<file path="config.mk">
export PLATFORM = sky130hd
export DESIGN_NAME = aht_cell
export DESIGN_NICKNAME = d
export VERILOG_FILES = /design/src/rtl/address_handle_table_core_macros.svh /design/src/rtl/aht_pkg.sv /design/src/rtl/aht_cell.sv
export SDC_FILE = /design/constraint.sdc
export NUM_CORES = 1
export LEC_CHECK = 0
export ABC_AREA = 1
export BUFFER_PORTS_ARGS = -buffer_cell sky130_fd_sc_hd__buf_4
export CAP_MARGIN = 20
export CORE_ASPECT_RATIO = 0.8
export CORE_MARGIN = 10
export CORE_UTILIZATION = 40
export DETAILED_ROUTE_END_ITERATION = 8
export HOLD_SLACK_MARGIN = 0.03
export PLACE_DENSITY = 0.61
export SYNTH_ARGS = -nofsm -noshare
export SYNTH_HDL_FRONTEND = slang
export SYNTH_SLANG_ARGS = --single-unit
export TNS_END_PERCENT = 1
</file>
<file path="constraint.sdc">
create_clock -name aclk -period 23.4 [get_ports aclk]
set_input_delay 2.34 -clock aclk [delete_from_list [all_inputs] [get_ports aclk]]
set_output_delay 2.34 -clock aclk [all_outputs]
set_load 0.05 [all_outputs]
</file>
<file path="src/rtl/address_handle_table_core_macros.svh">
// ---------------------------------------------------------------------------
// Address handle table: assertion macros
// Property shorthands for the table's top-level RTL file.
// ---------------------------------------------------------------------------
`ifndef ADDRESS_HANDLE_TABLE_CORE_MACROS_SVH
`define ADDRESS_HANDLE_TABLE_CORE_MACROS_SVH

// Same-cycle implication, checked outside reset
`define AHT_ASSERT_NOW(lbl, ante, cons, msg) \
    lbl: assert property (@(posedge aclk) disable iff (!aresetn) (ante) |-> (cons)) \
        else $error(msg);

// Next-cycle implication, checked outside reset
`define AHT_ASSERT_NEXT(lbl, ante, cons, msg) \
    lbl: assert property (@(posedge aclk) disable iff (!aresetn) (ante) |=> (cons)) \
        else $error(msg);

`endif

</file>
<file path="src/rtl/aht_pkg.sv">
// ---------------------------------------------------------------------------
// Address handle table: package
// Command and status codes, entry and token types shared by the chain.
// ---------------------------------------------------------------------------
package aht_pkg;

    localparam int AHT_DEPTH = 16;

    // Command codes
    typedef enum logic [1:0] {
        CMD_CREATE  = 2'd0,
        CMD_DESTROY = 2'd1,
        CMD_LOOKUP  = 2'd2,
        CMD_NONE    = 2'd3
    } aht_cmd_t;

    // Status codes
    localparam logic [1:0] STAT_OK        = 2'd0;
    localparam logic [1:0] STAT_NOT_FOUND = 2'd1;
    localparam logic [1:0] STAT_FULL      = 2'd2;

    // Stored part of one slot (everything but valid and handle)
    typedef struct packed {
        logic [7:0]  port;
        logic        roce;
        logic [15:0] udp_port;
        logic [47:0] mac;
        logic [7:0]  traffic_class;
        logic [7:0]  ttl;
        logic [9:0]  gid_index;
        logic [63:0] gid_high;
        logic [63:0] gid_low;
    } aht_entry_t;

    // Command word walking down the cell chain
    typedef struct packed {
        logic       valid;
        logic       done;
        aht_cmd_t   cmd;
        logic [31:0] handle;
        aht_entry_t entry;
    } aht_token_t;

endpackage

</file>
<file path="src/rtl/aht_cell.sv">
// ---------------------------------------------------------------------------
// Address handle table: slot cell
// Holds one table slot; serves the passing command word if it is still open
// and registers the word for the next cell.
// ---------------------------------------------------------------------------
module aht_cell (
    input  logic               aclk,
    input  logic               aresetn,
    input  logic               advance,
    input  aht_pkg::aht_token_t tok_i,
    output aht_pkg::aht_token_t tok_o
);
    import aht_pkg::*;

    logic        valid_reg;
    logic        valid_next;
    logic [31:0] handle_reg;
    aht_entry_t  entry_reg;
    aht_token_t  tok_reg;
    aht_token_t  tok_next;
    logic        entry_wr;
    logic        hit;

    assign hit = valid_reg && (handle_reg == tok_i.handle);

    // Slot action for an open command word
    always_comb begin
        tok_next   = tok_i;
        valid_next = valid_reg;
        entry_wr   = 1'b0;
        if (tok_i.valid && !tok_i.done) begin
            unique case (tok_i.cmd)
                CMD_CREATE: begin
                    if (!valid_reg) begin
                        valid_next    = 1'b1;
                        entry_wr      = 1'b1;
                        tok_next.done = 1'b1;
                    end
                end
                CMD_DESTROY: begin
                    if (hit) begin
                        valid_next    = 1'b0;
                        tok_next.done = 1'b1;
                    end
                end
                CMD_LOOKUP: begin
                    if (hit) begin
                        tok_next.entry = entry_reg;
                        tok_next.done  = 1'b1;
                    end
                end
                default: begin
                    tok_next.done = 1'b0;
                end
            endcase
        end
    end

    // Slot state and forward register
    always_ff @(posedge aclk) begin
        if (!aresetn) begin
            valid_reg     <= 1'b0;
            tok_reg.valid <= 1'b0;
        end else if (advance) begin
            valid_reg <= valid_next;
            tok_reg   <= tok_next;
        end
    end

    // Slot payload, no reset
    always_ff @(posedge aclk) begin
        if (advance && entry_wr) begin
            handle_reg <= tok_i.handle;
            entry_reg  <= tok_i.entry;
        end
    end

    assign tok_o = tok_reg;

endmodule

</file>
==> results of run 1 <==
how the worst min path moves through the flow:
stage          startpoint    endpoint  slack (ps)  cells past startpoint
6_report       tok_o[262]  tok_o[262]         470                      2
5_1_grt        tok_o[262]  tok_o[262]         500                      2
3_5_place_dp   tok_o[262]  tok_o[262]         470                      2
4_1_cts        tok_o[262]  tok_o[262]         480                      2
3_3_place_gp   tok_o[262]  tok_o[262]         450                      2
2_1_floorplan   valid_reg   valid_reg         460                      2
final cells by class:
type,count,area [µm²]
inverter,64,248
clock buffer,64,1350
antenna,2,5.00
multi-input combinational,859,3940
clock inverter,32,287
sequential,523,15700
fill,4351,23600
timing repair buffer,543,4110
tap,675,845
power by group:
group	internal, mW	switching (mW)
clock network	0.463	0.351
logic	0.0764	0.173
registers	1.07	0.0134
total	1.61	0.538
through the flow:
stage	instance area (µm²)	std cells	hold WS, ps	power [mW]	setup WS, ps
floorplan	20400	1546	462	1.25	2270
global placement	24800	2663	450	1.36	17270
detailed placement	24800	2664	466	1.36	17820
CTS	26500	2760	476	2.17	18470
global route	26500	2761	500	2.22	18160
finish	26500	2762	472	2.15	18390
cells by family (layout without fill, tap and decap cells):
kind of cell | after synthesis | after routing
simple gates | 844 | 844
flops | 523 | 523
buf+inv | 164 | 703
compound gates | 9 | 9
fa+ha+maj | 4 | 4
xor+xnor | 2 | 2
other cells | 0 | 2
metal layers:
| layer | vias to the layer above | track usage |
|---|---|---|
| met4 | 8 | 0.0478 |
| met5 | - | 0 |
| met3 | 80 | 0.0629 |
| met2 | 549 | 0.310 |
| met1 | 7030 | 0.250 |
| li1 | 6573 | - |
worst max-delay path, cell delays in order:
cell and delay [ps]:
buf_4 120, xnor2_1 240, nand3_1 100, nor3_1 180
nand2_1 120, nor2_4 90, buf_4 580, nand3_4 430
buf_16 330, buf_4 430, nand2_1 180, nand2_1 60
placed cells by master (no fill, tap or decap), types with 2 or more instances in the layout:
cell type  Yosys  layout
a21oi_1        4       4
buf_4          3     541
bufinv_16      0       5
clkbuf_1      24      12
clkbuf_16      0      52
clkinv_1       1      17
clkinv_2       0       7
dfxtp_1        2       2
diode_2        0       2
edfxtp_1     521     521
ha_1           4       4
inv_1         61      60
inv_2          2       2
inv_6          0       2
nand2_1      553     553
nand3_1        8       7
nand4_1      234     234
nor2_1        35      33
nor2_4         0       2
nor3_1         6       5
o21ai_0        4       4
or2_2          5       5
xnor2_1        2       2
==> results.md, run 1 <==
* Hold Crit Class: reg -> reg
* Post-Syn Area at 20400 µm²
* Met3 WL at 5.45 mm
* Min cycle time layout at 5010 ps
* Syn Inst Count at 1546
* Syn_area_per_cell at 13.2 µm²
* M1 wire length at 24.8 mm
* PD cells at 81.3 nW/µm²
* Largest family of logic cells by synthesized area: simple AND/OR/NAND/NOR gates
* Number of I/O pins at 529
* Residual DRC at 0
* Hold bufs inserted after CTS at 0
* Overflow left after global routing at 0
* Iter 0 DRT Violations at 1265
* Initial core utilization at 0.407
* H-tree depth at 2
* CTS tree: yes
* Synth area leader: edfxtp_1
* # clock sinks at 523
* Die X at 272 µm
* Worst r2r path cells at 11
* Leakage Power at 10.8 nW
* Final hold vios at 0
* CORE AREA at 50100 µm²
* Post-synth EDFFs at 521
* Max FO, Critical Path at 76
* Max transition margin at 0.0953
* Compound-Gate Fraction of Synth Area at 0.00221
* Total negative slack at 0 ps
* Post-CTS resize count at 0
* Pre-antenna DRT Iters at 5
* DR WL met2 at 29.8 mm
* Total CTS buffers at 52
* Post-CTS Setup Inserts at 0
* Post-synth top flop: edfxtp_1
* Critical path data required time at 23750 ps
* Setup crit end: tok_o[111]
* WP data arrival at 5360 ps
* Fin. max-slew vios at 0
* RSZ-0062 raised after global routing: no
* Peak VDD IR at 76.4 µV
* Final antenna-violating net count at 0
* Worst Tran Pin Value at 1360 ps
* Die Y at 222 µm
* Post-Synth XOR/XNOR Area at 0.000860
* Clock root cell: clkbuf_16
* Adder-Cell Fraction of Synth Area at 0.00246
* CP Launch Type: input port
* Number of global-route vias before repair at 14100
* First-pass GRT wire length at 90.9 mm
* FMAX at 199 MHz
* Syn nets at 1816
* Clk_lat worst skew at 590 ps
* Reg clk slew, reported paths at 60 ps
* Distinct cells, synth at 22
* Port Buffer Count at 528
* Vias per cell at 5.16
* Post-synthesis mux area share at 0
* Worst r2r src: handle_reg[16]
* CP Launch Point: tok_i[243]
* Layout area overhead at 29.9%
* Max reg flops at 263
* Clock skew at 17.1 ps
* Max Used Layer: met5
* Endpoints failing setup at 0
* Yosys reg bits at 523
* Synth Area in Simple Gates at 0.186
* Die area at 60400 µm²
* Largest net degree at the start of global routing at 178
* Outcome: complete, no violations
* Cell Rows at 73
* Top-count cell post-synth: nand2_1
* Layout cell share with drive strength beyond 1 at 0.299
* Kind of critical path: in -> reg
* Initial antenna violation count at 6
* Sequential share of the synthesized area at 0.770
* RR Endpoint: tok_o[111]
* Net count, final at 2313
* Detail Placement HPWL at 40.6 mm
* Post-layout util at 0.529
* DR WL/cell at 22.2 µm
* Vias at 14200
* Top cell type's share of synthesized area at 0.768
* Dominant cells by area after synthesis: edfxtp_1 (77%), nand2_1 (10%), nand4_1 (7.2%)
* Worst setup EP type: flip-flop
* RePlAce Congestion at 0.825
* GRT Resource Usage Total at 0.193
* YS warnings at 0
* Fin crit share at 0.214
* Max-cap viol count at 0
* Detailed Route WL at 61.2 mm
* Reg2reg setup slack at 19890 ps
* Top cells by count, synth: nand2_1 (553), edfxtp_1 (521), nand4_1 (234), buf_2 (62), inv_1 (61)
* Ys async rst share at 0
* CTS Buffer Depth at 3
No activity file was read; power rests on OpenSTA's default activity.
==> inputs of run 2 (changes only) <==
clock period = 4.8 ns   (was 23.4 ns; I/O delays follow)
==> run 2 against run 1 <==
Compared with the run above:
- final cell count rose by 0.14%
- highest routed layer unchanged
- clock power rose to 4.8 times the previous value
- largest cell class unchanged
- critical path depth fell by 3
==> results.md, run 2 (synthesis results as in run 1) <==
* Layout cell share with drive strength beyond 1 at 0.304 (was 0.299)
* Die X at 272 µm (unchanged)
* Kind of critical path: reg -> reg (was in -> reg)
* Residual DRC at 0 (unchanged)
* Vias at 14200 (about the same)
* Total power at 10.5 mW (was 2.15 mW)
* Post-CTS Setup Inserts at 0 (unchanged)
* Worst setup EP type: flip-flop (unchanged)
* Leakage Power at 10.9 nW (was 10.8 nW)
* Max FO, Critical Path at 141 (was 76)
* H-tree depth at 2 (unchanged)
* Number of I/O pins at 529 (unchanged)
* Outcome: complete, no violations (unchanged)
* Initial antenna violation count at 11 (was 6)
* CTS tree: yes (unchanged)
* Net count, final at 2315 (was 2313)
* CORE AREA at 50100 µm² (unchanged)
* Largest net degree at the start of global routing at 228 (was 178)
* Hold bufs inserted after CTS at 0 (unchanged)
* Pre-antenna DRT Iters at 5 (unchanged)
* Critical path data required time at 5230 ps (was 23750 ps)
* CP Launch Type: flip-flop (was input port)
* WP data arrival at 3740 ps (was 5360 ps)
* Endpoints failing setup at 0 (unchanged)
* Flop pwr share at 0.506 (was 0.505)
* Hold Crit Class: in -> reg (was reg -> reg)
* Switching pwr at 2.63 mW (was 538 µW)
* Number of global-route vias before repair at 14200 (was 14100)
* Port Buffer Count at 528 (unchanged)
* Final antenna-violating net count at 0 (unchanged)
* Clk_lat worst skew at 590 ps (about the same)
* Max-cap viol count at 0 (unchanged)
* CTS Buffer Depth at 3 (unchanged)
* First-pass GRT wire length at 90.7 mm (was 90.9 mm)
* Die area at 60400 µm² (unchanged)
* Cell Rows at 73 (unchanged)
* Peak VDD IR at 287 µV (was 76.4 µV)
* Place WS at 1340 ps (was 17820 ps)
* Worst Tran Pin Value at 1140 ps (was 1360 ps)
* DR WL/cell at 22.0 µm (was 22.2 µm)
* Clock skew at 16.6 ps (was 17.1 ps)
* Clock root cell: clkbuf_16 (unchanged)
* GRT Resource Usage Total at 0.193 (about the same)
* Iter 0 DRT Violations at 1266 (was 1265)
* Final worst setup slack at 1490 ps (was 18390 ps)
* Fin. max-slew vios at 0 (unchanged)
* Overflow left after global routing at 0 (unchanged)
* RePlAce Congestion at 0.811 (was 0.825)
* Clock network fraction of design power at 0.378 (was 0.379)
* Max transition margin at 0.238 (was 0.0953)
* PD cells at 394 nW/µm² (was 81.3 nW/µm²)
* Total CTS buffers at 53 (was 52)
* Fin crit share at 0.689
* Commonest non-fill, non-tap cell in the layout: nand2_1 (unchanged)
* Comb power frac at 0.116 (about the same)
* RSZ-0062 raised after global routing: no (unchanged)
* FMAX at 302 MHz
* Detailed Route WL at 60.8 mm (was 61.2 mm)
* Commonest non-fill, non-tap cells in the layout: nand2_1 (553), buf_4 (538), edfxtp_1 (521) (was nand2_1 (553), buf_4 (541), edfxtp_1 (521))
* Post-CTS resize count at 0 (unchanged)
* # clock sinks at 523 (unchanged)
* Min cycle time layout at 3310 ps
* Layout area overhead at 30.4% (was 29.9%)
* Initial core utilization at 0.407 (unchanged)
* Max reg flops at 263 (unchanged)
* Detail Placement HPWL at 39.8 mm (was 40.6 mm)
* Reg2reg setup slack at 1490 ps (was 19890 ps)
* Reg clk slew, reported paths at 60 ps (about the same)
* Final hold vios at 0 (unchanged)
* Vias per cell at 5.12 (was 5.16)
* Pint at 7.83 mW (was 1.61 mW)
* Die Y at 222 µm (unchanged)
* Switching Fraction at 0.251 (was 0.250)
## run 2: per-layer routing
metal / routed length, µm / track usage / up-vias
li1: - / - / 6587
met1: 24500 / 0.243 / 6957
met2: 30100 / 0.317 / 509
met3: 4880 / 0.0563 / 86
met4: 1290 / 0.0555 / 14
met5: 94 / 0 / -
## run 2: critical path, cell delays in order (launching register included)
cell      delay [ps]
edfxtp_1         380
xnor2_1          270
nand3_1          100
nor3_1           170
nand2_1          120
nor2_4           160
buf_12           530
buf_4            900
nand4_1          230
nand2_1          150
## run 2: cell type report
class / instances / area (µm²)
flip-flops and latches: 523 / 15700
clock buffers: 67 / 1440
multi-input cells: 859 / 3960
well taps: 675 / 845
repair buffers: 544 / 4170
inverters: 64 / 265
clock inverters: 30 / 205
diodes: 4 / 10.0
fillers: 4313 / 23500
## run 2: worst paths after layout
path,from,end,depth (start not counted)
setup / recovery,handle_reg[16],tok_o[126],9
setup reg to reg,handle_reg[16],tok_o[126],9
hold reg to reg,tok_o[262],tok_o[262],2
hold / removal,tok_i[15],entry_reg[15],1
## run 2: power groups by stage
stage / registers, mW / logic [mW] / clock network [mW]
detailed placement: 5.39 / 1.22 / 0
CTS: 5.30 / 1.22 / 4.05
global placement: 5.39 / 1.21 / 0
floorplan: 5.93 / 0.159 / 0
finish: 5.30 / 1.21 / 3.95
global route: 5.31 / 1.28 / 4.24
## run 2: per-stage QoR
| stage | cells | setup TNS (ps) | area [µm²] | hold slack (ps) | utilization |
|---|---|---|---|---|---|
| finish | 2766 | 0 | 26600 | 78.3 | 0.531 |
| global route | 2765 | 0 | 26600 | 38.0 | 0.531 |
| CTS | 2761 | 0 | 26500 | 36.6 | 0.530 |
| detailed placement | 2664 | 0 | 24900 | 483 | 0.497 |
| global placement | 2664 | 0 | 24900 | 480 | 0.497 |
| floorplan | 1546 | -994390 | 20400 | 494 | - |
